[src/rtl/rotated_sprite_quad_vertices_top_assert.svh]
// assertion macros for the rotated sprite quad vertex block
// expects clk and rst in scope at the point of use
`ifndef ROTATED_SPRITE_QUAD_VERTICES_TOP_ASSERT_SVH
`define ROTATED_SPRITE_QUAD_VERTICES_TOP_ASSERT_SVH

// property holds at every edge outside reset
`define RSQV_ASSERT(label, prop, msg) \
  label: assert property (@(posedge clk) disable iff (rst) (prop)) else $error(msg);

// condition in one cycle implies outcome in the next
`define RSQV_NEXT(label, cond, nxt, msg) \
  label: assert property (@(posedge clk) disable iff (rst) (cond) |=> (nxt)) else $error(msg);

`endif

[src/rtl/rsqv_pkg.sv]
// shared types and constants for the rotated sprite quad vertex block
// no dependencies
package rsqv_pkg;

  localparam int CORDIC_W   = 34;  // cordic datapath, headroom over q16.16
  localparam int ATAN_COUNT = 24;

  localparam logic [15:0] SCALE_07_Q16 = 16'd45875;        // 0.7 in q0.16
  localparam logic [31:0] GAIN_Q32     = 32'd2608131496;   // cordic gain in q0.32
  localparam logic [15:0] ANGLE_OFFSET = 16'd8192;         // eighth turn
  localparam logic signed [15:0] QUARTER_POS = 16'sd16384;
  localparam logic signed [15:0] QUARTER_NEG = -16'sd16384;

  // arctangent of 2^-i, 2^32 units per turn
  localparam logic [29:0] ATAN_UNITS [ATAN_COUNT] = '{
    30'h20000000, 30'h12E4051E, 30'h09FB385B, 30'h051111D4,
    30'h028B0D43, 30'h0145D7E1, 30'h00A2F61E, 30'h00517C55,
    30'h0028BE53, 30'h00145F2F, 30'h000A2F98, 30'h000517CC,
    30'h00028BE6, 30'h000145F3, 30'h0000A2F9, 30'h0000517C,
    30'h000028BE, 30'h0000145F, 30'h00000A2F, 30'h00000517,
    30'h0000028B, 30'h00000145, 30'h000000A2, 30'h00000051
  };

  // fields that ride along the pipeline untouched
  typedef struct packed {
    logic signed [31:0] cx;
    logic signed [31:0] cy;
    logic [31:0]        cz;
    logic [31:0]        colour;
  } side_t;

endpackage

[src/rtl/rsqv_prescale.sv]
// size scaling, gain pre-multiply and angle folding, four register stages
// depends on rsqv_pkg
module rsqv_prescale (
  input  logic                 clk,
  input  logic                 rst,
  input  logic                 en,
  input  logic                 in_valid,
  input  logic [30:0]          sprite_size,
  input  logic [15:0]          rotation,
  input  rsqv_pkg::side_t      in_side,
  output logic                 out_valid,
  output logic [30:0]          x0,
  output logic signed [15:0]   angle,
  output logic                 flip,
  output rsqv_pkg::side_t      out_side
);

  logic [3:0]             vld;
  logic [46:0]            prod1;
  logic [30:0]            scaled;
  logic [62:0]            prod2;
  logic signed [15:0]     ang [4];
  logic                   flp [4];
  rsqv_pkg::side_t        sd  [4];

  logic signed [15:0]     a_raw;
  logic                   a_flip;

  always_comb begin
    a_raw  = $signed(rotation - rsqv_pkg::ANGLE_OFFSET);
    a_flip = (a_raw > rsqv_pkg::QUARTER_POS) || (a_raw < rsqv_pkg::QUARTER_NEG);
  end

  always_ff @(posedge clk) begin
    if (rst) begin
      vld <= '0;
    end else if (en) begin
      vld <= {vld[2:0], in_valid};
    end
  end

  always_ff @(posedge clk) begin
    if (en) begin
      // moving by a half turn is a flip of the top bit in 16-bit units
      prod1  <= 47'(sprite_size) * 47'(rsqv_pkg::SCALE_07_Q16);
      ang[0] <= a_flip ? {~a_raw[15], a_raw[14:0]} : a_raw;
      flp[0] <= a_flip;
      sd[0]  <= in_side;

      scaled <= 31'((prod1 + 47'd32768) >> 16);
      prod2  <= 63'(scaled) * 63'(rsqv_pkg::GAIN_Q32);
      x0     <= 31'((prod2 + 63'h80000000) >> 32);

      for (int i = 1; i < 4; i++) begin
        ang[i] <= ang[i-1];
        flp[i] <= flp[i-1];
        sd[i]  <= sd[i-1];
      end
    end
  end

  assign out_valid = vld[3];
  assign angle     = ang[3];
  assign flip      = flp[3];
  assign out_side  = sd[3];

endmodule

[config.mk]
export PLATFORM = sky130hd
export DESIGN_NAME = rsqv_prescale
export DESIGN_NICKNAME = d
export VERILOG_FILES = /design/src/rtl/rotated_sprite_quad_vertices_top_assert.svh /design/src/rtl/rsqv_pkg.sv /design/src/rtl/rsqv_prescale.sv
export SDC_FILE = /design/constraint.sdc
export NUM_CORES = 2
export LEC_CHECK = 0
export BUFFER_PORTS_ARGS = -buffer_cell sky130_fd_sc_hd__buf_2
export CAP_MARGIN = 10
export CORE_UTILIZATION = 57
export CTS_BUF_LIST = sky130_fd_sc_hd__clkbuf_8
export DETAILED_ROUTE_END_ITERATION = 8
export GPL_TIMING_DRIVEN = 1
export PLACE_DENSITY = 0.85
export SYNTH_ARGS = -nofsm -noshare
export SYNTH_HDL_FRONTEND = slang
export SYNTH_SLANG_ARGS = --single-unit
[constraint.sdc]
create_clock -name clk -period 6.4 [get_ports clk]
set_clock_uncertainty 0.1 [all_clocks]
set_input_delay 0.64 -clock clk [delete_from_list [all_inputs] [get_ports clk]]
set_output_delay 0.64 -clock clk [all_outputs]
set_load 0.05 [all_outputs]
== After elaboration in Yosys (flattened, before gate mapping) ==
Memory sizes are Yosys's and may differ from the RTL's.
Cells that the tools add are included.

* Register bits after elaboration: 173
* RAM bits: 580
* Input bits: 179
* Word-level logic and storage cells: 20
* Memories kept: 3

* $add $sub $neg: 3
* Multipliers: 2
* Magnitude comparators: 2
* Mux-type cells: 3
* Bitwise logic cells: 1
* Reductions and logical operators: 1

{| class="wikitable"
|+ Memories
! memory !! depth !! bits a word !! rd ports !! clocked after Yosys merged registers in !! wr ports !! RTL line !! RTL
|-
| sd || 4 || 128 || 4 || 0 || 4 || rsqv_prescale.sv:24 || <nowiki>rsqv_pkg::side_t sd [4];</nowiki>
|-
| ang || 4 || 16 || 4 || 0 || 4 || rsqv_prescale.sv:22 || <nowiki>logic signed [15:0] ang [4];</nowiki>
|-
| flp || 4 || 1 || 4 || 0 || 4 || rsqv_prescale.sv:23 || <nowiki>logic flp [4];</nowiki>
|}

{| class="wikitable"
|+ Operators by type and width
! kind !! number
|-
| $add 63x32->63 const B || 1
|-
| $mul 31x29->60 const B || 1
|-
| $add 47x16->47 const B || 1
|-
| $mul 31x16->47 const B || 1
|-
| $gt 16x16->1 const B || 1
|-
| $lt 16x15->1 const B || 1
|-
| $mux 16 || 1
|-
| $sub 16x14->16 const B || 1
|-
| $mux 1 || 2
|-
| $logic_or 1x1->1 || 1
|-
| $not 1->1 || 1
|}

== Logic depth before layout (Yosys ltp) ==
* Depth after elaboration: 4
* Mapped depth: 25
* Depth with buffers taken out: 25

== Least setup slack after synthesis ==
No wires, ideal clock.

* Kind: register to register
* From: reg scaled[8]
* To: reg prod2[58] (data pin)
* Setup time: 0.259 ns
* Data arrival time: 6.615 ns
* Data required time: 6.041 ns
* Setup slack: -0.574 ns
* Cell stages (with the launch flop): 25
* Cells stage by stage: edfxtp_1 > inv_1 > fa_1 > fa_1 > inv_1 > fa_1 > inv_1 > fa_1 > inv_1 > fa_1 > fa_1 > fa_1 > inv_1 > fa_1 > inv_1 > ha_1 > and2_1 > nand4_1 > a2111oi_2 > o21ai_1 > a311oi_2 > nor2_1 > o21bai_1 > a41oi_1 > xnor2_1

* Longest elaborated chain between the ends: 1

{| class="wikitable"
|+ RTL lines
! item !! RTL line !! RTL
|-
| start: declaration || rsqv_prescale.sv:20 || <nowiki>logic [30:0] scaled;</nowiki>
|-
| start signal: assignment || rsqv_prescale.sv:50 || <nowiki>scaled <= 31'((prod1 + 47'd32768) >> 16);</nowiki>
|-
| $mul 31x29->60 || rsqv_prescale.sv:51 || <nowiki>prod2 <= 63'(scaled) * 63'(rsqv_pkg::GAIN_Q32);</nowiki>
|-
| end signal: assignment || rsqv_prescale.sv:51 ||
|-
| end: declaration || rsqv_prescale.sv:21 || <nowiki>logic [62:0] prod2;</nowiki>
|}

No other way between the ends.
A chain may end at the register's enable or synchronous reset.

== Final worst setup path ==
* From: reg scaled[12]
* To: reg prod2[58] (data pin)

Same word-level chain as after synthesis.

==> run_results.csv <==
group,metric,value,unit
run_status,status,"finished with violations",
run_status,violations,"setup timing",
clocking,cts_tree,"done",
sta,period_share,112,%
clocking,ctsHtreeMaxLevel,3,
critical_path,rrSetupSlack,-0.79,ns
layout,area_delta_synth_final,19.6,%
detailed_routing,drtIter0Drc,1517,
layout,postLayoutCoreUtil,68.8,%
detailed_routing,top_layer_used,"met4",
global_route,grt_pass1_wl,162000,um
sta,worstMarginPinSlew,0.936,ns
detailed_routing,final_antenna_net_count,0,
synth,ys_seq_area_share,44.3,%
critical_path,crit_required,6.81,ns
detailed_routing,via_count,27700,
detailed_routing,vias_per_cell,5.06,
placement,portBuffers,355,
clocking,cts_root_buf,"clkbuf_8",
placement,gp_congestion,0.974,
sta,setup_ws,-0.789,ns
synth,synth_edf_count,706,
clocking,clk_pin_slew_worst_paths,0.06,ns
synth,synth_top_flop_cell,"edfxtp_1",
layout,final_common_cell,"inv_1",
critical_path,r2r_cells,22,
placement,dp_hpwl,82600,um
global_route,grt_usage,25.1,%
die,dieArea,85500,um2
critical_path,r2r-end,"prod2[58]",
detailed_routing,wl_met3,4980,um
synth,yosysWarnings,0,
die,rows,106,
clocking,clock_sinks,710,
synth,async_reset_ff_share,0,%
detailed_routing,drt-met1-wl,42300,um
critical_path,crit_start,"scaled[12]",
critical_path,critPathCaptureType,"register",
critical_path,cp_data_arrival_time,7.59,ns
clocking,cts_made_buffers,106,
clocking,clk_latency,0.79,ns
layout,fin_nets,5681,
sta,final-max-slew-violation-count,0,
die,ioPinCount,356,
die,initial_core_util,57.5,%
synth,ys_seq_elements,710,
run,cap_violations,0,
detailed_routing,dr.pass1.iters,7,
synth,ys_types,61,
synth,synthTopCellsByArea,"edfxtp_1 (44%), fa_1 (26%), ha_1 (15%)",
sta,hold_viol,0,
critical_path,worstSetupPathType,"reg2reg",
worst_hold_path,hold_path.class,"in2reg",
detailed_routing,wl_per_cell,19.1,um
layout,layout-drive-gt1-share,20.2,%
global_route,grt_pass1_vias,30400,
critical_path,path_max_fanout,4,
synth,yosys.area.top_type_share,44.1,%
sta,setup_viol,30,
layout,final_cell_mix,"inv_1 (912), edfxtp_1 (706), fa_1 (618), ha_1 (547), buf_2 (354)",
critical_path,reg2reg_from,"scaled[12]",
synth,synth.avg_cell_area,14.2,um2
global_route,globalRouteOverflowTotal,0,
sta,fmax,139,MHz
sta,rsz0062_at_grt,"true",
sta,finalCriticalPeriod,7.19,ns
critical_path,cp-start-kind,"register",
synth,synthesis.area,48100,um2
global_route,grt_start_max_net_pins,181,
global_route,grt_antenna_before_repair,3,
clocking,cts_buffer_depth,3,
detailed_routing,dr_wl_met2,54700,um
sta,relSlewSlack,37.6,%
die,dieWidth,292,um
critical_path,endpoint,"prod2[58]",
detailed_routing,drc,0,
layout,fillers,5660,
die,core,83600,um2
die,die_h,292,um
synth,synthCells,3395,
detailed_routing,routed_wl,104000,um
worst_hold_path,hold_start,"rotation[13]",
synth,syn_nets,4767,
synth,yosysTopAreaCell,"edfxtp_1",
==> cells by family (layout without fill, tap and decap cells) <==
family	Yosys count	after routing	share of synthesized area (%)
AOI/OAI and AO/OA	223	223	2.99
xor gates and xnor gates	124	124	2.26
adders and majority gates	1193	1193	40.9
buffers and inverters	892	1891	6.97
DFF	710	710	44.3
muxes	4	4	0.0833
other	0	3	0
and+or+nand+nor	249	249	2.57
==> through the flow <==
step	cells	setup TNS (ns)	cell area (um2)	setup slack, ns	hold slack (ns)
4_1_cts	5460	-15.76	57100	-0.783	0.0572
5_1_grt	5477	-23.40	57500	-1.05	0.111
3_5_place_dp	5117	-20.02	53600	-0.959	0.305
6_report	5477	-16.11	57500	-0.789	0.142
2_1_floorplan	3395	-4.86	48200	-0.373	0.300
3_3_place_gp	5117	-15.74	53600	-0.802	0.300
==> routing by layer <==
| layer | vias up | GRT usage, % |
|---|---|---|
| li1 | 13000 | - |
| met1 | 13900 | 31.3 |
| met2 | 683 | 45.1 |
| met3 | 159 | 3.85 |
| met4 | 0 | 7.29 |
| met5 | - | 0 |
==> synthesized netlist by cell type (all sizes together), types with 5 or more instances <==
master  count
or2         5
nor3        9
nor4        5
nand3      42
o21bai      6
fa        628
a21o       46
ha        565
a31oi      10
nand2b      6
and3       20
edfxtp    706
and2        7
inv       888
a21oi      80
nor2b       7
and4        5
nand2      65
nand4      22
xor2       40
xnor2      84
nor2       49
o21ai      44
==> worst max-delay path, stage by stage, from the launching register on <==
cell and delay, ns:
edfxtp_1 0.51, inv_2 0.14, fa_1 0.43, fa_1 0.49
inv_1 0.05, fa_1 0.49, fa_2 0.59, fa_1 0.43
fa_2 0.55, fa_1 0.46, fa_1 0.45, ha_1 0.31
nand4_1 0.12, nor2_1 0.11, nand4_1 0.18, a2111oi_4 0.29
o21ai_1 0.12, buf_4 0.16, a311oi_4 0.33, nor2_4 0.09
o21bai_1 0.19, a41oi_1 0.16, xnor2_1 0.15
==> flip-flops by register name (all words and copies together) (netlist names) <==
signal	count
sd	512
ang	64
prod1	32
prod2	32
scaled	31
x0	31
flp	4
vld	4
==> final cells by class <==
type                            count  area (um2)  share of cell area [%]
Inverter                          888        3330                    5.80
Clock inverter                     84         479                   0.833
Timing Repair Buffer              810        5660                    9.84
Antenna cell                        3        7.51                  0.0131
Clock buffer                      109        1500                    2.61
Sequential cell                   710       21300                    37.0
Tap cell                         1080        1350                    2.35
Multi-Input combinational cell   1793       23900                    41.5
==> worst min-delay path by stage <==
stage / slack (ns) / end / cells after the start
4_1_cts: 0.06 / ang[0][13] / 2
6_report: 0.14 / ang[0][13] / 2
2_1_floorplan: 0.30 / ang[1][0] / 0
3_3_place_gp: 0.30 / sd[1][42] / 0
5_1_grt: 0.11 / ang[0][13] / 2
3_5_place_dp: 0.30 / ang[2][8] / 0
==> what timing repair did <==
item | CTS | global route
endpoints found under the hold margin | 145 | 0
buffers inserted | 7 | 15
setup endpoints to repair | 30 | 32
gates resized for setup | 13 | 60
hold buffers | 143 | 0
pin swaps | 6 | 28
gates cloned | 0 | 0
Power is not shown: default switching activity piles up to over one toggle a cycle in this logic, so the estimate is an artifact.
