### config.mk
export PLATFORM = sky130hd
export DESIGN_NAME = rsqv_emit
export DESIGN_NICKNAME = d
export VERILOG_FILES = /design/src/rtl/rsqv_pkg.sv /design/src/rtl/rsqv_emit.sv
export VERILOG_INCLUDE_DIRS = /design/src /design/src/rtl
export SDC_FILE = /design/constraint.sdc
export NUM_CORES = 1
export LEC_CHECK = 0
export BUFFER_PORTS_ARGS = -buffer_cell sky130_fd_sc_hd__buf_2
export CORE_ASPECT_RATIO = 1.4
export CORE_MARGIN = 5
export CORE_UTILIZATION = 40
export CTS_BUF_LIST = sky130_fd_sc_hd__clkbuf_8 sky130_fd_sc_hd__clkbuf_16
export DETAILED_ROUTE_END_ITERATION = 10
export SLEW_MARGIN = 15
export SYNTH_ARGS = -nofsm -noshare
export SYNTH_HDL_FRONTEND = slang
export SYNTH_SLANG_ARGS = --single-unit
### constraint.sdc
create_clock -name clk -period 18.5 [get_ports clk]
set_input_delay 3.7 -clock clk [delete_from_list [all_inputs] [get_ports clk]]
set_output_delay 3.7 -clock clk [all_outputs]
set_load 0.01 [all_outputs]
### src/rtl/rotated_sprite_quad_vertices_top_assert.svh
// assertion macros for the rotated sprite quad vertex block
// expects clk and rst in scope at the point of use
`ifndef ROTATED_SPRITE_QUAD_VERTICES_TOP_ASSERT_SVH
`define ROTATED_SPRITE_QUAD_VERTICES_TOP_ASSERT_SVH

// property holds at every edge outside reset
`define RSQV_ASSERT(label, prop, msg) \
  label: assert property (@(posedge clk) disable iff (rst) (prop)) else $error(msg);

// condition in one cycle implies outcome in the next
`define RSQV_NEXT(label, cond, nxt, msg) \
  label: assert property (@(posedge clk) disable iff (rst) (cond) |=> (nxt)) else $error(msg);

`endif

### src/rtl/rsqv_pkg.sv
// shared types and constants for the rotated sprite quad vertex block
// no dependencies
package rsqv_pkg;

  localparam int CORDIC_W   = 34;  // cordic datapath, headroom over q16.16
  localparam int ATAN_COUNT = 24;

  localparam logic [15:0] SCALE_07_Q16 = 16'd45875;        // 0.7 in q0.16
  localparam logic [31:0] GAIN_Q32     = 32'd2608131496;   // cordic gain in q0.32
  localparam logic [15:0] ANGLE_OFFSET = 16'd8192;         // eighth turn
  localparam logic signed [15:0] QUARTER_POS = 16'sd16384;
  localparam logic signed [15:0] QUARTER_NEG = -16'sd16384;

  // arctangent of 2^-i, 2^32 units per turn
  localparam logic [29:0] ATAN_UNITS [ATAN_COUNT] = '{
    30'h20000000, 30'h12E4051E, 30'h09FB385B, 30'h051111D4,
    30'h028B0D43, 30'h0145D7E1, 30'h00A2F61E, 30'h00517C55,
    30'h0028BE53, 30'h00145F2F, 30'h000A2F98, 30'h000517CC,
    30'h00028BE6, 30'h000145F3, 30'h0000A2F9, 30'h0000517C,
    30'h000028BE, 30'h0000145F, 30'h00000A2F, 30'h00000517,
    30'h0000028B, 30'h00000145, 30'h000000A2, 30'h00000051
  };

  // fields that ride along the pipeline untouched
  typedef struct packed {
    logic signed [31:0] cx;
    logic signed [31:0] cy;
    logic [31:0]        cz;
    logic [31:0]        colour;
  } side_t;

endpackage

### src/rtl/rsqv_emit.sv
// holds one sprite and sends its six vertices through a registered output
// depends on rsqv_pkg and the assertion macro header
`include "rotated_sprite_quad_vertices_top_assert.svh"

module rsqv_emit (
  input  logic                                 clk,
  input  logic                                 rst,
  input  logic                                 in_valid,
  input  logic signed [rsqv_pkg::CORDIC_W-1:0] cos_in,
  input  logic signed [rsqv_pkg::CORDIC_W-1:0] sin_in,
  input  rsqv_pkg::side_t                      in_side,
  output logic                                 in_take,
  output logic                                 m_tvalid,
  input  logic                                 m_tready,
  output logic [135:0]                         m_tdata,
  output logic                                 m_tlast,
  output logic [2:0]                           m_tuser
);

  localparam int W = rsqv_pkg::CORDIC_W;
  localparam logic [2:0] VTX_0 = 3'd0;
  localparam logic [2:0] VTX_1 = 3'd1;
  localparam logic [2:0] VTX_2 = 3'd2;
  localparam logic [2:0] VTX_3 = 3'd3;
  localparam logic [2:0] VTX_4 = 3'd4;
  localparam logic [2:0] VTX_LAST = 3'd5;
  localparam logic [5:0] TEX_U = 6'b001110;  // bit k is u of vertex k
  localparam logic [5:0] TEX_V = 6'b100011;

  function automatic logic [31:0] sat32(input logic signed [W:0] v);
    logic [31:0] r;
    if (v > $signed((W+1)'(32'h7FFFFFFF))) begin
      r = 32'h7FFFFFFF;
    end else if (v < -$signed((W+1)'(33'h080000000))) begin
      r = 32'h80000000;
    end else begin
      r = v[31:0];
    end
    return r;
  endfunction

  logic                hold_v;
  logic [2:0]          cnt;
  logic signed [W-1:0] c_h;
  logic signed [W-1:0] s_h;
  rsqv_pkg::side_t     sd_h;

  logic [31:0]         vx;
  logic [31:0]         vy;
  logic [31:0]         vz;
  logic                tu;
  logic                tv;
  logic [31:0]         colour;

  logic                out_free;
  logic                step;
  logic signed [W-1:0] ox;
  logic signed [W-1:0] oy;
  logic signed [W:0]   sum_x;
  logic signed [W:0]   sum_y;

  always_comb begin
    out_free = !m_tvalid || m_tready;
    step     = hold_v && out_free;
    in_take  = !hold_v || (step && (cnt == VTX_LAST));

    case (cnt) inside
      VTX_0:        begin ox = c_h;  oy = s_h;  end
      VTX_1:        begin ox = s_h;  oy = -c_h; end
      VTX_2, VTX_3: begin ox = -c_h; oy = -s_h; end
      VTX_4:        begin ox = -s_h; oy = c_h;  end
      default:      begin ox = c_h;  oy = s_h;  end
    endcase

    sum_x = $signed((W+1)'(sd_h.cx)) + $signed({ox[W-1], ox});
    sum_y = $signed((W+1)'(sd_h.cy)) + $signed({oy[W-1], oy});
  end

  always_ff @(posedge clk) begin
    if (rst) begin
      hold_v   <= 1'b0;
      cnt      <= VTX_0;
      m_tvalid <= 1'b0;
    end else begin
      if (out_free) begin
        m_tvalid <= hold_v;
      end
      if (step) begin
        cnt <= (cnt == VTX_LAST) ? VTX_0 : 3'(cnt + 3'd1);
      end
      if (in_valid && in_take) begin
        hold_v <= 1'b1;
      end else if (step && (cnt == VTX_LAST)) begin
        hold_v <= 1'b0;
      end
    end
  end

  always_ff @(posedge clk) begin
    if (in_valid && in_take) begin
      c_h  <= cos_in;
      s_h  <= sin_in;
      sd_h <= in_side;
    end
    if (step) begin
      vx      <= sat32(sum_x);
      vy      <= sat32(sum_y);
      vz      <= sd_h.cz;
      tu      <= TEX_U[cnt];
      tv      <= TEX_V[cnt];
      colour  <= sd_h.colour;
      m_tuser <= cnt;
      m_tlast <= (cnt == VTX_LAST);
    end
  end

  assign m_tdata = {6'b000000, colour, tv, tu, vz, vy, vx};

  `RSQV_ASSERT(a_cnt_range, !hold_v || (cnt <= VTX_LAST), "vertex counter out of range")
  `RSQV_ASSERT(a_last_tag, !m_tvalid || (m_tlast == (m_tuser == VTX_LAST)), "tlast off sixth vertex")
  `RSQV_NEXT(a_step_shows, step, m_tvalid, "vertex stepped but output empty")

endmodule

* Yosys cells after proc, flatten, opt, wreduce, memory -nomap -nowiden
Memories as Yosys holds them, arrays and structs flattened. A register that Yosys moved wholly into a read port is not among the register bits.
Cells that the tools add are included.
** Word-level totals
- Memory bits (read-only) :: 16
- Memories :: 2
- Logic and storage cells :: 54
- Bits in registers :: 333
- Output and inout bits :: 142
** Operators by class
- $add $sub $neg :: 5
- Reductions and logical operators :: 10
- Multiplexer cells :: 13
- Magnitude comparators :: 4
- Equality and inequality tests :: 5
** Memories
- (name not given) :: depth 8, width 1, rd ports 1, clocked after Yosys merged registers in 1, write ports 0, line rsqv_emit.sv:110 : tv <= TEX_V[cnt];
- (name not given) :: depth 8, width 1, rd ports 1, clocked after Yosys merged registers in 1, write ports 0, line rsqv_emit.sv:109 : tu <= TEX_U[cnt];
** Operators by type and width (count)
- 34-bit 2-to-1 mux :: 8
- 32-bit by 34-bit adder with 35-bit output :: 2
- 35-bit by 32-bit > comparator with 1-bit output (second input constant) :: 2
- 35-bit by 32-bit < comparator with 1-bit output (second input constant) :: 2
- 34-bit negator :: 2
- 32-bit 2-to-1 mux :: 2
- 3-bit by 2-bit equality test with 1-bit output (second input constant) :: 2
- 3-bit equality test (second input constant) :: 2
- 3-bit by 1-bit adder with 3-bit output (second input constant) :: 1
- 3-bit by 1-bit equality test with 1-bit output (second input constant) :: 1
- 1-bit logical AND :: 3
- 3-bit zero test :: 1
- 3-bit 2-to-1 mux :: 1
- 1-bit zero test :: 2
- 1-bit logical OR :: 2
- 1-bit 2-to-1 mux :: 2
- 2-bit nonzero test :: 1
- 2-bit OR reduction :: 1

* Depth between registers and ports, before layout
Gate-level depths: netlist of run 1.
- Depth after elaboration :: 8
- Gate-level depth with buffers :: 26
- Gate-level depth less buffers :: 21

* Least setup slack after synthesis of run 1
OpenSTA, ideal clock, no wires.
- Path type :: in2reg
- Start point :: input m_tready
- End point :: register c_h[0], enable pin
- Path buffers :: 0
- Slack :: 9396 ps
- Cell stages on the path :: 4
- Arrival :: 8523 ps
- Path through :: nand2b_1 -> nand2_1 -> nand2_1 -> and2_1
** Between the ends
- Cells in the longest elaborated chain, start to end :: 5
** Ends and longest elaborated chain
- start, declared :: line rsqv_emit.sv:14 : input logic m_tready,
- 1-bit logical OR :: line rsqv_emit.sv:63 : out_free = !m_tvalid || m_tready;
- 1-bit logical AND :: line rsqv_emit.sv:64 : step = hold_v && out_free;
- 1-bit logical AND :: line rsqv_emit.sv:65 : in_take = !hold_v || (step && (cnt == VTX_LAST));
- 1-bit logical OR :: line rsqv_emit.sv:65
- via in_take :: line rsqv_emit.sv:12 : output logic in_take,
- 1-bit logical AND :: line rsqv_emit.sv:100 : if (in_valid && in_take) begin
- end signal, assigned :: line rsqv_emit.sv:101 : c_h <= cos_in;
- end, declared :: line rsqv_emit.sv:44 : logic signed [W-1:0] c_h;
The timed path passes the listed nets, and every way through them passes these cells.
A chain may end at the register's enable or synchronous reset.

* Final worst setup path of run 1
- Start point :: input m_tready
- End point :: output in_take
** Between the ends
- Cells in the longest elaborated chain, start to end :: 4
** Ends and longest elaborated chain (line)
- 1-bit logical OR :: rsqv_emit.sv:63
- 1-bit logical AND :: rsqv_emit.sv:64
- 1-bit logical AND :: rsqv_emit.sv:65
- 1-bit logical OR :: rsqv_emit.sv:65
- end, declared :: rsqv_emit.sv:12
Every way passes these cells.

==> results_tabular.tex, run 1 <==
\begin{tabular}{lr}
\hline
Metric & Value \\
\hline
\multicolumn{2}{l}{\textbf{Critical path}} \\
\quad Buf+Inv Stages, Crit Path & 2 \\
\quad Critical Path AT & 4260 ps \\
\quad Critical Setup Path Class & in2out \\
\quad Cells traversed along the worst timing path & buf\_2, nand2b\_1, nand2\_1, nand2\_1, buf\_2 \\
\quad Kind of cell with the highest combined delay on the critical path & simple AND/OR/NAND/NOR gates \\
\quad Critical Path Sink Type & output port \\
\quad Launch point of the worst reg-to-reg path & cnt[0] \\
\quad R2r worst-path depth & 18 \\
\quad Critical Path Source Type & primary input \\
\quad Endpoint of the worst-slack reg-to-reg timing path & vy[2] \\
\quad Data required time at the worst endpoint & 14800 ps \\
\quad Worst path slowest cell & sky130\_fd\_sc\_hd\_\_nand2b\_1 \\
\quad Worst R2R Setup Slack & 11610 ps \\
\quad Largest fanout of any net on the critical path & 3 \\
\quad Highest cell delay on the worst timing path & approximately 160 ps \\
\multicolumn{2}{l}{\textbf{Floorplan}} \\
\quad Total I/O pin count & 342 \\
\quad Die Span X & 192 um \\
\quad FP Rows & 93 \\
\quad Area of the core & 46000 um\^{}2 \\
\quad Initial standard-cell utilization of the core & 0.403 \\
\quad Die boundary height & 264 um \\
\quad Total Die Area & $\sim$50000 um\^{}2 \\
\multicolumn{2}{l}{\textbf{Detailed routing}} \\
\quad Violation count after the first detailed-routing iteration & approximately 760 \\
\quad Residual DRC & 0 \\
\quad Total number of vias & 14232 \\
\quad ANT nets after route & 0 \\
\quad Routed length per placed instance & 21.2 um \\
\quad Routed Wire Length & roughly 55000 um \\
\quad Number of iterations in the first detailed-routing pass & 5 \\
\quad Mean number of vias per cell & approximately 5.5 \\
\multicolumn{2}{l}{\textbf{Min path}} \\
\quad Hold Path End & vz[10] \\
\quad Hold wc startpoint & sd\_h[42] \\
\quad Hold Path Class & reg2reg \\
\quad Hold Path Depth & 0 \\
\multicolumn{2}{l}{\textbf{Logic synthesis}} \\
\quad Mean instance size in the synthesized netlist & 11.0 um\^{}2 \\
\quad Number of synthesized flops with an enable pin & 330 \\
\quad Sequential share of the synthesized area & 0.541 \\
\quad Synth Cell Area & 18500 um\^{}2 \\
\quad Synth top area share & 0.536 \\
\quad Yosys reg bits & between 300 and 400 \\
\quad Top post-synthesis cells by area & sky130\_fd\_sc\_hd\_\_edfxtp\_1, sky130\_fd\_sc\_hd\_\_a21oi\_1, sky130\_fd\_sc\_hd\_\_ha\_1 \\
\quad Total number of yosys warnings & 0 \\
\quad Gate count of the mapped netlist & 1688 \\
\quad Most used DFF post-synth & sky130\_fd\_sc\_hd\_\_edfxtp\_1 \\
\quad Number of distinct library cell variants in the gate-level netlist after synthesis & between 80 and 90 \\
\quad Top cell type by total area after synthesis & sky130\_fd\_sc\_hd\_\_edfxtp\_1 \\
\quad Proportion of register bits with asynchronous set or reset after synthesis & 0 \\
\multicolumn{2}{l}{\textbf{Clock tree}} \\
\quad Number of sinks handled by clock tree synthesis & 335 \\
\quad Buffers from clock root to sink, at most & 3 \\
\quad TritonCTS clock tree & built \\
\quad Clock-pin slew on the worst setup and hold paths & 60 ps \\
\quad Cts repair resizes & 0 \\
\quad Number of clock buffers inserted by TritonCTS & 37 \\
\quad Post-CTS setup-driven buffer insertion count & 0 \\
\quad Level count of the clock H-tree & 2 \\
\quad Root cell of the clock tree & sky130\_fd\_sc\_hd\_\_clkbuf\_16 \\
\quad Hold buffer count at CTS & 0 \\
\quad Clock latency reported for the late side of the worst-skew pair & approximately 550 ps \\
\multicolumn{2}{l}{\textbf{Pwr}} \\
\quad Internal power component & 1.57 mW \\
\quad Power density cells & 104 nW/um\^{}2 \\
\quad Share of total power in sequential cells & 0.425 \\
\quad Combinational group share of total power & 0.250 \\
\quad Sum of internal, switching and leakage power & 2.27 mW \\
\quad Net switching component of the power & 697 uW \\
\quad Relative contribution of the clock network to total power & 0.324 \\
\quad LEAKAGE & 8.22 nW \\
\quad Switching fraction of total power & 0.307 \\
\quad Worst IR Drop VDD & 0.0802 mV \\
\multicolumn{2}{l}{\textbf{Placement}} \\
\quad Post-placement worst setup slack & roughly 11000 ps \\
\quad \# port buffers & 335 \\
\quad Post-DP HPWL & 41300 um \\
\quad Placed cell count & $\sim$2500 \\
\quad Routability-driven placement congestion ratio & around 0.9 \\
\multicolumn{2}{l}{\textbf{STA}} \\
\quad Final setup skew & 16.1 ps \\
\quad Final hold violation count & 0 \\
\quad Setup repair after global routing missed its margin & no \\
\quad Period utilisation layout & 0.430 \\
\quad Max Fclk & roughly 130 MHz \\
\quad Finish-stage setup viols & 0 \\
\quad Final Slew Violations & 0 \\
\quad Min Clock Period, post-route & 7960 ps \\
\quad Relative slew margins & 0.434 \\
\quad Final WS setup & 10540 ps \\
\quad Total negative slack & 0 ps \\
\quad Transition time at the pin with the least slew margin & 850 ps \\
\multicolumn{2}{l}{\textbf{Layout}} \\
\quad Relative area change from synthesis to final layout & 18.1\% \\
\quad Fraction of final layout cells sized beyond drive strength 1 & 0.226 \\
\quad Post-Layout Cell Count & between 2000 and 3000 \\
\quad Net count reported at finish & $\sim$2200 \\
\multicolumn{2}{l}{\textbf{Global routing}} \\
\quad Global-route wire length before repair & a little over 80000 um \\
\quad Maximum number of pins on one net before global-route repair & 75 \\
\quad Number of antenna violations at the first check in global routing & 11 \\
\quad Number of global-route vias before repair & 14226 \\
\quad Total grt overflow & 0 \\
\quad Total routing usage reported by global routing & 0.212 \\
\multicolumn{2}{l}{\textbf{Flow run}} \\
\quad Max capacitance violation total & 0 \\
\multicolumn{2}{l}{\textbf{Status}} \\
\quad Result of the run & completed \\
\hline
\end{tabular}
## kinds of logic (layout without fill, tap and decap cells)
family                     after synthesis  after routing  share of synthesized area
AOI/OAI and AO/OA                      550            550                      0.183
and+or+nand+nor                        406            406                      0.107
DFF                                    335            335                      0.541
buffers and inverters                  152            446                     0.0347
xor gates and xnor gates               125            125                     0.0592
adders and majority gates               74             74                     0.0509
muxes                                   45             45                     0.0243
other                                    1             13                   0.000203
## routing by layer
metal	part of all wire	track usage	vias to the layer above
met5	0.00096	0	-
met4	0.036	0.0775	8
met3	0.072	0.0541	96
met2	0.52	0.386	496
met1	0.37	0.237	6744
li1	-	-	6888
## area by class of cell
type                            instances  area [um^2]
Antenna cell                            7         17.5
Clock buffer                           39          976
Clock inverter                         29          245
Fill cell                            4305        24100
Inverter                               25         98.8
Multi-Input combinational cell       1206         7920
Sequential cell                       335        10000
Tap cell                              617          772
Timing Repair Buffer                  353         1810
## how the worst max path moves through the flow
stage	end	from	cells past startpoint	slack, ps
detailed placement	in_take	m_tready	5	10540
finish	in_take	m_tready	5	10540
CTS	in_take	m_tready	5	10540
floorplan	c_h[0]	m_tready	4	9400
global placement	in_take	m_tready	5	10540
global route	in_take	m_tready	5	10490
## cells in the mapped netlist (6+ instances only)
| library cell | count |
|---|---|
| sky130_fd_sc_hd__edfxtp_1 | 330 |
| sky130_fd_sc_hd__a21oi_1 | 184 |
| sky130_fd_sc_hd__nand2_1 | 132 |
| sky130_fd_sc_hd__o21ai_0 | 126 |
| sky130_fd_sc_hd__nor2_1 | 117 |
| sky130_fd_sc_hd__clkbuf_1 | 95 |
| sky130_fd_sc_hd__ha_1 | 72 |
| sky130_fd_sc_hd__xnor2_1 | 63 |
| sky130_fd_sc_hd__xor2_1 | 62 |
| sky130_fd_sc_hd__a21o_1 | 55 |
| sky130_fd_sc_hd__o211ai_1 | 52 |
| sky130_fd_sc_hd__mux2i_1 | 45 |
| sky130_fd_sc_hd__nand3_1 | 41 |
| sky130_fd_sc_hd__nor3_1 | 28 |
| sky130_fd_sc_hd__inv_1 | 24 |
| sky130_fd_sc_hd__a211oi_1 | 21 |
| sky130_fd_sc_hd__a31oi_1 | 16 |
| sky130_fd_sc_hd__o22ai_1 | 14 |
| sky130_fd_sc_hd__or3_1 | 14 |
| sky130_fd_sc_hd__nor2b_1 | 12 |
| sky130_fd_sc_hd__o21a_1 | 11 |
| sky130_fd_sc_hd__buf_1 | 10 |
| sky130_fd_sc_hd__buf_4 | 10 |
| sky130_fd_sc_hd__buf_2 | 9 |
| sky130_fd_sc_hd__nand4_1 | 9 |
| sky130_fd_sc_hd__o21bai_1 | 9 |
| sky130_fd_sc_hd__a221oi_1 | 8 |
| sky130_fd_sc_hd__nand2b_1 | 6 |
| sky130_fd_sc_hd__nor4_1 | 6 |
| sky130_fd_sc_hd__o22a_1 | 6 |
| sky130_fd_sc_hd__or2_2 | 6 |
## worst reg2reg max path, cell delays in order (launching register included)
cell and delay (ps):
sky130_fd_sc_hd__dfxtp_4 710, sky130_fd_sc_hd__buf_4 780, sky130_fd_sc_hd__o21bai_4 130, sky130_fd_sc_hd__buf_4 370, sky130_fd_sc_hd__nor2_1 680, sky130_fd_sc_hd__buf_4 420
sky130_fd_sc_hd__a21oi_1 120, sky130_fd_sc_hd__o21ai_0 380, sky130_fd_sc_hd__ha_1 380, sky130_fd_sc_hd__a211oi_1 360, sky130_fd_sc_hd__o22ai_1 230, sky130_fd_sc_hd__a41oi_1 300
sky130_fd_sc_hd__a21oi_1 200, sky130_fd_sc_hd__a211oi_1 610, sky130_fd_sc_hd__o41a_1 220, sky130_fd_sc_hd__xnor2_1 100, sky130_fd_sc_hd__o21ai_1 170, sky130_fd_sc_hd__buf_4 280
sky130_fd_sc_hd__o21ai_0 160
## power by group through the flow
| stage | clock (mW) | combinational, mW | sequential [mW] |
|---|---|---|---|
| 3_5_place_dp | 0 | 0.571 | 0.983 |
| 5_1_grt | 0.790 | 0.630 | 0.973 |
| 3_3_place_gp | 0 | 0.564 | 0.982 |
| 6_report | 0.736 | 0.569 | 0.966 |
| 4_1_cts | 0.761 | 0.574 | 0.967 |
| 2_1_floorplan | 0 | 0.377 | 0.990 |
## registers in the layout, summed over array words and instances (netlist names)
signal and cells:
c_h 34, s_h 34, colour 32, m_tvalid 1, sd_h 128, vy 32, m_tlast 1, tu 1
vx 32, m_tuser 3, tv 1, hold_v 1, vz 32, cnt 3
## cells in the final DEF, fill, tap and decap left out, types with 45 or more instances in the layout
master                     instances
sky130_fd_sc_hd__buf_2           335
sky130_fd_sc_hd__edfxtp_1        330
sky130_fd_sc_hd__a21oi_1         183
sky130_fd_sc_hd__nand2_1         132
sky130_fd_sc_hd__o21ai_0         126
sky130_fd_sc_hd__nor2_1          116
sky130_fd_sc_hd__ha_1             72
sky130_fd_sc_hd__xnor2_1          63
sky130_fd_sc_hd__xor2_1           62
sky130_fd_sc_hd__a21o_1           55
sky130_fd_sc_hd__o211ai_1         52
sky130_fd_sc_hd__mux2i_1          45
## metrics by stage
stage | hold WS, ps | cell area, um^2 | util
final | 411 | 21900 | 0.475
after global routing | 423 | 21800 | 0.475
after CTS | 410 | 21800 | 0.475
after detailed placement | 405 | 20600 | 0.448
after global placement | 400 | 20600 | 0.448
after floorplan | 400 | 18500 | -
No activity file was read; power rests on OpenSTA's default activity.
==> run 2: changes to the inputs <==
==> constraint.sdc (replaced) <==
create_clock -name clk -period 6.9 [get_ports clk]
set_input_delay 1.38 -clock clk [delete_from_list [all_inputs] [get_ports clk]]
set_output_delay 1.38 -clock clk [all_outputs]
set_load 0.01 [all_outputs]
==> results_tabular.tex, run 2 (synthesis gave the netlist of run 1 again) <==
\begin{tabular}{lr}
\hline
Metric & Value \\
\hline
\multicolumn{2}{l}{\textbf{Status}} \\
\quad Result of the run & completed \\
\multicolumn{2}{l}{\textbf{Critical path}} \\
\quad Critical path's most frequent cell & sky130\_fd\_sc\_hd\_\_a21oi\_1 \\
\quad Worst path slowest cell & sky130\_fd\_sc\_hd\_\_a31o\_2 \\
\quad Buf+Inv Stages, Crit Path & 1 (-1) \\
\quad Critical Setup Path Class & reg2reg \\
\quad Kind of cell with the highest combined delay on the critical path & simple AND/OR/NAND/NOR gates \\
\quad Highest cell delay on the worst timing path & 620 ps (+460 ps) \\
\quad Critical Path Sink Type & flip-flop \\
\quad Cells traversed along the worst timing path & inv\_1, ha\_1, or3b\_2, nor4\_1, nand3\_1, nor3b\_1, a21oi\_1, o22ai\_1, a31oi\_1, nor2\_1, a21oi\_1, ha\_1, and4\_1, nand4\_1, a211oi\_1, or3\_1, a21oi\_1, xnor2\_1, a31o\_2, a21o\_1 \\
\quad Critical Path AT & 6500 ps (+2240 ps) \\
\quad Data required time at the worst endpoint & 7310 ps (-7490 ps) \\
\quad Critical Path Source Type & flip-flop \\
\quad Largest fanout of any net on the critical path & 29 (+26) \\
\multicolumn{2}{l}{\textbf{Placement}} \\
\quad Post-DP HPWL & 42300 um (+2.4\%) \\
\quad \# port buffers & 335 (unchanged) \\
\quad Placed cell count & 2542 (+0.24\%) \\
\quad Routability-driven placement congestion ratio & 0.882 (-0.24\%) \\
\multicolumn{2}{l}{\textbf{Layout}} \\
\quad Top Registers & sd\_h (128), c\_h (34), s\_h (34) \\
\quad Relative area change from synthesis to final layout & 18.0\% (about the same) \\
\quad Number of flip-flops under the largest register name & 128 (unchanged) \\
\quad Largest reg by FF count & sd\_h \\
\quad Fraction of final layout cells sized beyond drive strength 1 & 0.224 (-0.00218) \\
\quad Post-Layout Cell Count & 2604 (-0.27\%) \\
\quad Final core utilization & 0.475 (about the same) \\
\quad Net count reported at finish & 2235 (+0.13\%) \\
\quad Most frequent cells in the layout & sky130\_fd\_sc\_hd\_\_buf\_2, sky130\_fd\_sc\_hd\_\_edfxtp\_1, sky130\_fd\_sc\_hd\_\_a21oi\_1, sky130\_fd\_sc\_hd\_\_nand2\_1, sky130\_fd\_sc\_hd\_\_o21ai\_0 \\
\quad Most frequent standard cell in the layout excluding fill and tap cells & sky130\_fd\_sc\_hd\_\_buf\_2 \\
\multicolumn{2}{l}{\textbf{Clock tree}} \\
\quad TritonCTS clock tree & built \\
\quad Number of sinks handled by clock tree synthesis & 335 (unchanged) \\
\quad Level count of the clock H-tree & 2 (unchanged) \\
\quad Buffers from clock root to sink, at most & 3 (unchanged) \\
\quad Clock-pin slew on the worst setup and hold paths & 70 ps (about the same) \\
\quad Root cell of the clock tree & sky130\_fd\_sc\_hd\_\_clkbuf\_16 \\
\quad Clock latency reported for the late side of the worst-skew pair & 550 ps (about the same) \\
\quad Hold buffer count at CTS & 0 (unchanged) \\
\quad Cts repair resizes & 0 (unchanged) \\
\quad Post-CTS setup-driven buffer insertion count & 0 (unchanged) \\
\quad Number of clock buffers inserted by TritonCTS & 34 (-8.1\%) \\
\multicolumn{2}{l}{\textbf{Floorplan}} \\
\quad Total Die Area & 50700 um\^{}2 (unchanged) \\
\quad Total I/O pin count & 342 (unchanged) \\
\quad Die Span X & 192 um (unchanged) \\
\quad Initial standard-cell utilization of the core & 0.403 (unchanged) \\
\quad FP Rows & 93 (unchanged) \\
\quad Area of the core & 46000 um\^{}2 (unchanged) \\
\quad Die boundary height & 264 um (unchanged) \\
\multicolumn{2}{l}{\textbf{Detailed routing}} \\
\quad ANT nets after route & 0 (unchanged) \\
\quad Routed length per placed instance & 21.4 um (+0.94\%) \\
\quad Mean number of vias per cell & 5.53 (+1.4\%) \\
\quad Routed Wire Length & 55800 um (+0.67\%) \\
\quad Number of iterations in the first detailed-routing pass & 5 (unchanged) \\
\quad Violation count after the first detailed-routing iteration & 944 (+24\%) \\
\quad Total number of vias & 14393 (+1.1\%) \\
\quad Residual DRC & 0 (unchanged) \\
\multicolumn{2}{l}{\textbf{Pwr}} \\
\quad Worst IR Drop VDD & 0.239 mV (+200\%) \\
\quad Power density cells & 277 nW/um\^{}2 (+170\%) \\
\quad LEAKAGE & 8.22 nW (about the same) \\
\multicolumn{2}{l}{\textbf{Global routing}} \\
\quad Total routing usage reported by global routing & 0.215 (+0.00290) \\
\quad Number of antenna violations at the first check in global routing & 9 (-2) \\
\quad Global-route wire length before repair & 84100 um (+1.2\%) \\
\quad Maximum number of pins on one net before global-route repair & 116 (+55\%) \\
\quad Number of global-route vias before repair & 14220 (-0.042\%) \\
\quad Total grt overflow & 0 (unchanged) \\
\multicolumn{2}{l}{\textbf{STA}} \\
\quad Min Clock Period, post-route & 6090 ps \\
\quad Relative slew margins & 0.298 (-0.135) \\
\quad Final setup skew & 16.7 ps (+0.571 ps) \\
\quad Setup repair after global routing missed its margin & no \\
\quad Hold Worst Slack & 411 ps (+0.0350 ps) \\
\quad Total negative slack & 0 ps (unchanged) \\
\quad Max Fclk & between 150 and 200 MHz \\
\quad Final hold violation count & 0 (unchanged) \\
\quad Finish-stage setup viols & 0 (unchanged) \\
\quad Final Slew Violations & 0 (unchanged) \\
\quad Transition time at the pin with the least slew margin & 1050 ps (+203 ps) \\
\quad Period utilisation layout & 0.882 \\
\multicolumn{2}{l}{\textbf{Min path}} \\
\quad Hold Path Class & reg2reg \\
\multicolumn{2}{l}{\textbf{Flow run}} \\
\quad Max capacitance violation total & 0 (unchanged) \\
\hline
\end{tabular}
## run 2: area by class of cell
type | instances | area (um^2)
Antenna cell | 3 | 7.51
Clock buffer | 35 | 876
Clock inverter | 24 | 288
Fill cell | 4287 | 24100
Inverter | 25 | 98.8
Multi-Input combinational cell | 1206 | 7910
Sequential cell | 335 | 10000
Tap cell | 617 | 772
Timing Repair Buffer | 359 | 1870
## run 2: worst paths after layout
kind              slack, ps      to  depth (start not counted)  startpoint
hold reg to reg         410  vz[26]                          0    sd_h[58]
setup / recovery        810   vx[7]                         20      c_h[0]
setup reg to reg        810   vx[7]                         20      c_h[0]
hold / removal          410  vz[26]                          0    sd_h[58]
## run 2: metal layers
metal | wire length, um | track usage | share of wire | up-vias
met5 | 59 | 0 | 0.0011 | -
met4 | 1760 | 0.0674 | 0.032 | 12
met3 | 3990 | 0.0528 | 0.072 | 98
met2 | 29100 | 0.391 | 0.52 | 523
met1 | 20900 | 0.246 | 0.37 | 6877
li1 | - | - | - | 6883
## run 2: where the power goes
part           leakage (nW)  switching (mW)  internal [mW]
clock                 0.583           0.780           1.15
sequential             3.15           0.107           2.49
combinational          4.50           0.941          0.588
total                  8.22            1.83           4.23
## run 2: worst reg2reg max path, stage by stage (launching register included)
cell                       delay [ps]
sky130_fd_sc_hd__edfxtp_1         470
sky130_fd_sc_hd__inv_1            110
sky130_fd_sc_hd__ha_1             250
sky130_fd_sc_hd__or3b_2           520
sky130_fd_sc_hd__nor4_1           470
sky130_fd_sc_hd__nand3_1          340
sky130_fd_sc_hd__nor3b_1          490
sky130_fd_sc_hd__a21oi_1          130
sky130_fd_sc_hd__o22ai_1          140
sky130_fd_sc_hd__a31oi_1           60
sky130_fd_sc_hd__nor2_1           140
sky130_fd_sc_hd__a21oi_1          100
sky130_fd_sc_hd__ha_1             470
sky130_fd_sc_hd__and4_1           290
sky130_fd_sc_hd__nand4_1          220
sky130_fd_sc_hd__a211oi_1         420
sky130_fd_sc_hd__or3_1            180
sky130_fd_sc_hd__a21oi_1           80
sky130_fd_sc_hd__xnor2_1          240
sky130_fd_sc_hd__a31o_2           620
sky130_fd_sc_hd__a21o_1           220
## run 2: metrics by stage
stage / instance area, um^2 / setup WS (ps) / total power [mW]
after floorplan: 18500 / 116 / 3.66
after global placement: 20700 / 904 / 4.16
after detailed placement: 20700 / 867 / 4.18
after CTS: 21800 / 818 / 6.13
after global routing: 21800 / 228 / 6.38
final: 21800 / 814 / 6.06
==> run 3: changes to the inputs <==
--- a/config.mk
+++ b/config.mk
@@ -9,7 +9,7 @@
 export BUFFER_PORTS_ARGS = -buffer_cell sky130_fd_sc_hd__buf_2
 export CORE_ASPECT_RATIO = 1.4
 export CORE_MARGIN = 5
-export CORE_UTILIZATION = 40
+export CORE_UTILIZATION = 35
 export CTS_BUF_LIST = sky130_fd_sc_hd__clkbuf_8 sky130_fd_sc_hd__clkbuf_16
 export DETAILED_ROUTE_END_ITERATION = 10
 export SLEW_MARGIN = 15
==> results_tabular.tex, run 3 (synthesis gave the netlist of run 1 again) <==
\begin{tabular}{lr}
\hline
Metric & Value \\
\hline
\multicolumn{2}{l}{\textbf{Layout}} \\
\quad Net count reported at finish & 2238 (+0.13\%) \\
\quad Most frequent standard cell in the layout excluding fill and tap cells & sky130\_fd\_sc\_hd\_\_buf\_2 \\
\quad Post-Layout Inst Area & 21900 um\^{}2 (+0.10\%) \\
\quad Final core utilization & 0.418 (-0.0569) \\
\quad Number of flip-flops under the largest register name & 128 (unchanged) \\
\quad ANT cells & 0 (-3) \\
\quad Fraction of final layout cells sized beyond drive strength 1 & 0.222 (-0.00157) \\
\quad Largest reg by FF count & sd\_h \\
\quad Most frequent cells in the layout & sky130\_fd\_sc\_hd\_\_buf\_2, sky130\_fd\_sc\_hd\_\_edfxtp\_1, sky130\_fd\_sc\_hd\_\_a21oi\_1, sky130\_fd\_sc\_hd\_\_nand2\_1, sky130\_fd\_sc\_hd\_\_o21ai\_0 \\
\quad Relative area change from synthesis to final layout & 18.1\% \\
\quad Count of fill cells added during filler insertion & 5107 (+19\%) \\
\quad Top Registers & sd\_h (128), c\_h (34), s\_h (34) \\
\multicolumn{2}{l}{\textbf{STA}} \\
\quad Final setup skew & 23.6 ps (+6.93 ps) \\
\quad Relative slew margins & 0.360 (+0.0611) \\
\quad Setup repair after global routing missed its margin & no \\
\quad Final WS setup & 718 ps (-96.0 ps) \\
\quad Final hold violation count & 0 (unchanged) \\
\quad Period utilisation layout & 0.896 (+0.0139) \\
\quad Final Slew Violations & 0 (unchanged) \\
\quad Total negative slack & 0 ps (unchanged) \\
\quad Min Clock Period, post-route & 6180 ps (+96.0 ps) \\
\quad Max Fclk & 162 MHz (-1.6\%) \\
\quad Finish-stage setup viols & 0 (unchanged) \\
\quad Transition time at the pin with the least slew margin & 961 ps (-91.6 ps) \\
\multicolumn{2}{l}{\textbf{Clock tree}} \\
\quad Number of clock buffers inserted by TritonCTS & 36 (+5.9\%) \\
\quad Buffers from clock root to sink, at most & 3 (unchanged) \\
\quad Level count of the clock H-tree & 2 (unchanged) \\
\quad Clock-pin slew on the worst setup and hold paths & 60 ps (about the same) \\
\quad Root cell of the clock tree & sky130\_fd\_sc\_hd\_\_clkbuf\_16 \\
\quad TritonCTS clock tree & built \\
\quad Hold buffer count at CTS & 0 (unchanged) \\
\quad Post-CTS setup-driven buffer insertion count & 0 (unchanged) \\
\quad Number of sinks handled by clock tree synthesis & 335 (unchanged) \\
\quad Clock latency reported for the late side of the worst-skew pair & 550 ps (about the same) \\
\quad Cts repair resizes & 0 (unchanged) \\
\multicolumn{2}{l}{\textbf{Floorplan}} \\
\quad Total Die Area & 57600 um\^{}2 (+14\%) \\
\quad Die Span X & 204 um (+6.5\%) \\
\quad Total I/O pin count & 342 (unchanged) \\
\quad FP Rows & 99 (+6.5\%) \\
\quad Initial standard-cell utilization of the core & 0.354 (-0.0486) \\
\quad Area of the core & 52300 um\^{}2 (+14\%) \\
\quad Die boundary height & 282 um (+6.6\%) \\
\multicolumn{2}{l}{\textbf{Status}} \\
\quad Result of the run & completed \\
\multicolumn{2}{l}{\textbf{Critical path}} \\
\quad Worst R2R Setup Slack & 720 ps (-100 ps) \\
\quad Largest fanout of any net on the critical path & 30 (+3.4\%) \\
\quad Source of the critical timing path & c\_h[0] \\
\quad Buf+Inv Stages, Crit Path & 2 (+1) \\
\quad Critical Path Source Type & flip-flop \\
\quad R2r worst-path depth & 22 (+10\%) \\
\quad Cells traversed along the worst timing path & inv\_1, ha\_1, or3b\_2, nor4\_1, nand3\_1, nor2\_1, nand2\_1, or3\_1, xor2\_1, a211oi\_1, a21oi\_1, ha\_1, a21o\_1, a21o\_1, a221oi\_1, o21ai\_0, o21bai\_1, xnor2\_1, nor2\_1, a21oi\_1, buf\_4, o21ai\_0 \\
\quad Launch point of the worst reg-to-reg path & c\_h[0] \\
\quad Kind of cell with the highest combined delay on the critical path & simple AND/OR/NAND/NOR gates \\
\quad Highest cell delay on the worst timing path & 520 ps (-100 ps) \\
\quad Critical Setup Path Class & reg2reg \\
\quad Endpoint of the worst-slack reg-to-reg timing path & vy[3] \\
\quad Worst path slowest cell & sky130\_fd\_sc\_hd\_\_or3b\_2 \\
\quad Data required time at the worst endpoint & 7160 ps (-150 ps) \\
\quad Critical Path AT & 6440 ps (-60 ps) \\
\quad Critical Path Sink Type & flip-flop \\
\multicolumn{2}{l}{\textbf{Global routing}} \\
\quad Total grt overflow & 0 (unchanged) \\
\quad Global-route wire length before repair & 85200 um (+1.2\%) \\
\quad Maximum number of pins on one net before global-route repair & 129 (+11\%) \\
\quad Total routing usage reported by global routing & 0.189 (-0.0260) \\
\quad Number of global-route vias before repair & 14314 (+0.66\%) \\
\quad Number of antenna violations at the first check in global routing & 3 (-6) \\
\multicolumn{2}{l}{\textbf{Detailed routing}} \\
\quad Number of iterations in the first detailed-routing pass & 6 (+1) \\
\quad DR top layer & met5 \\
\quad Violation count after the first detailed-routing iteration & 918 (-2.8\%) \\
\quad Routed length per placed instance & 20.9 um (-2.4\%) \\
\quad Residual DRC & 0 (unchanged) \\
\quad Met3 wire length & 4070 um (+2.0\%) \\
\quad Metal-1 WL & 22100 um (+5.6\%) \\
\quad Routed Wire Length & 56400 um (+1.0\%) \\
\quad ANT nets after route & 0 (unchanged) \\
\quad Mean number of vias per cell & 5.33 (-3.6\%) \\
\quad Total met2 wirelength after detailed routing & 28900 um (-0.47\%) \\
\quad Total number of vias & 14366 (-0.19\%) \\
\multicolumn{2}{l}{\textbf{Placement}} \\
\quad \# port buffers & 335 (unchanged) \\
\quad Post-DP HPWL & 42900 um (+1.4\%) \\
\quad Routability-driven placement congestion ratio & 0.903 (+2.4\%) \\
\quad Total cell area at the placement stage & 20800 um\^{}2 (+0.59\%) \\
\quad Post-placement worst setup slack & 554 ps (-314 ps) \\
\multicolumn{2}{l}{\textbf{Min path}} \\
\quad Hold Path End & colour[16] \\
\quad Hold Path Depth & 0 (unchanged) \\
\quad Hold Path Class & reg2reg \\
\quad Hold wc startpoint & sd\_h[16] \\
\multicolumn{2}{l}{\textbf{Flow run}} \\
\quad Max capacitance violation total & 0 (unchanged) \\
\multicolumn{2}{l}{\textbf{Pwr}} \\
\quad Power density cells & 270 nW/um\^{}2 (-2.7\%) \\
\quad LEAKAGE & 8.20 nW (-0.35\%) \\
\quad Worst IR Drop VDD & 0.223 mV (-6.3\%) \\
\quad Sum of internal, switching and leakage power & 5.90 mW (-2.6\%) \\
\hline
\end{tabular}
run 3: cell types whose count changed in the layout (fill, tap and decap cells not counted), moves of 3 or more:
| cell | before | now |
|---|---|---|
| sky130_fd_sc_hd__bufinv_16 | 6 | 1 |
| sky130_fd_sc_hd__clkinv_1 | 6 | 10 |
| sky130_fd_sc_hd__clkinv_2 | 5 | 1 |
| sky130_fd_sc_hd__diode_2 | 3 | 0 |
| sky130_fd_sc_hd__inv_1 | 27 | 32 |
| sky130_fd_sc_hd__inv_6 | 1 | 4 |
run 3: where the power goes:
part	switching, mW	leakage (nW)	internal [mW]
Combinational	0.937	4.50	0.585
Clock	0.798	0.549	0.991
Sequential	0.0994	3.15	2.49
run 3: layout make-up:
cell class / count / area [um^2] / area share
multi-input combinational: 1206 / 7910 / 0.362
clock buffer: 36 / 901 / 0.0412
sequential: 335 / 10000 / 0.458
timing repair buffer: 360 / 1880 / 0.0859
clock inverter: 27 / 169 / 0.00773
inverter: 25 / 98.8 / 0.00452
tap: 707 / 885 / 0.0405
run 3: how the worst max path moves through the flow:
stage               depth (start not counted)     end  slack [ps]
global placement                           20  vx[26]         690
global route                               21   vy[3]         140
floorplan                                   4  c_h[0]         120
CTS                                        20  vx[14]         540
finish                                     22   vy[3]         720
detailed placement                         20  vx[14]         550
run 3: per-layer routing:
layer / vias to the layer above / GRT usage
met5: - / 0
met4: 6 / 0.0478
met3: 83 / 0.0420
met2: 523 / 0.341
met1: 6868 / 0.228
li1: 6886 / -
run 3: through the flow:
step,cells,hold WS [ps]
6_report,2696,415
5_1_grt,2696,426
4_1_cts,2696,417
3_5_place_dp,2633,405
3_3_place_gp,2633,400
2_1_floorplan,1693,400
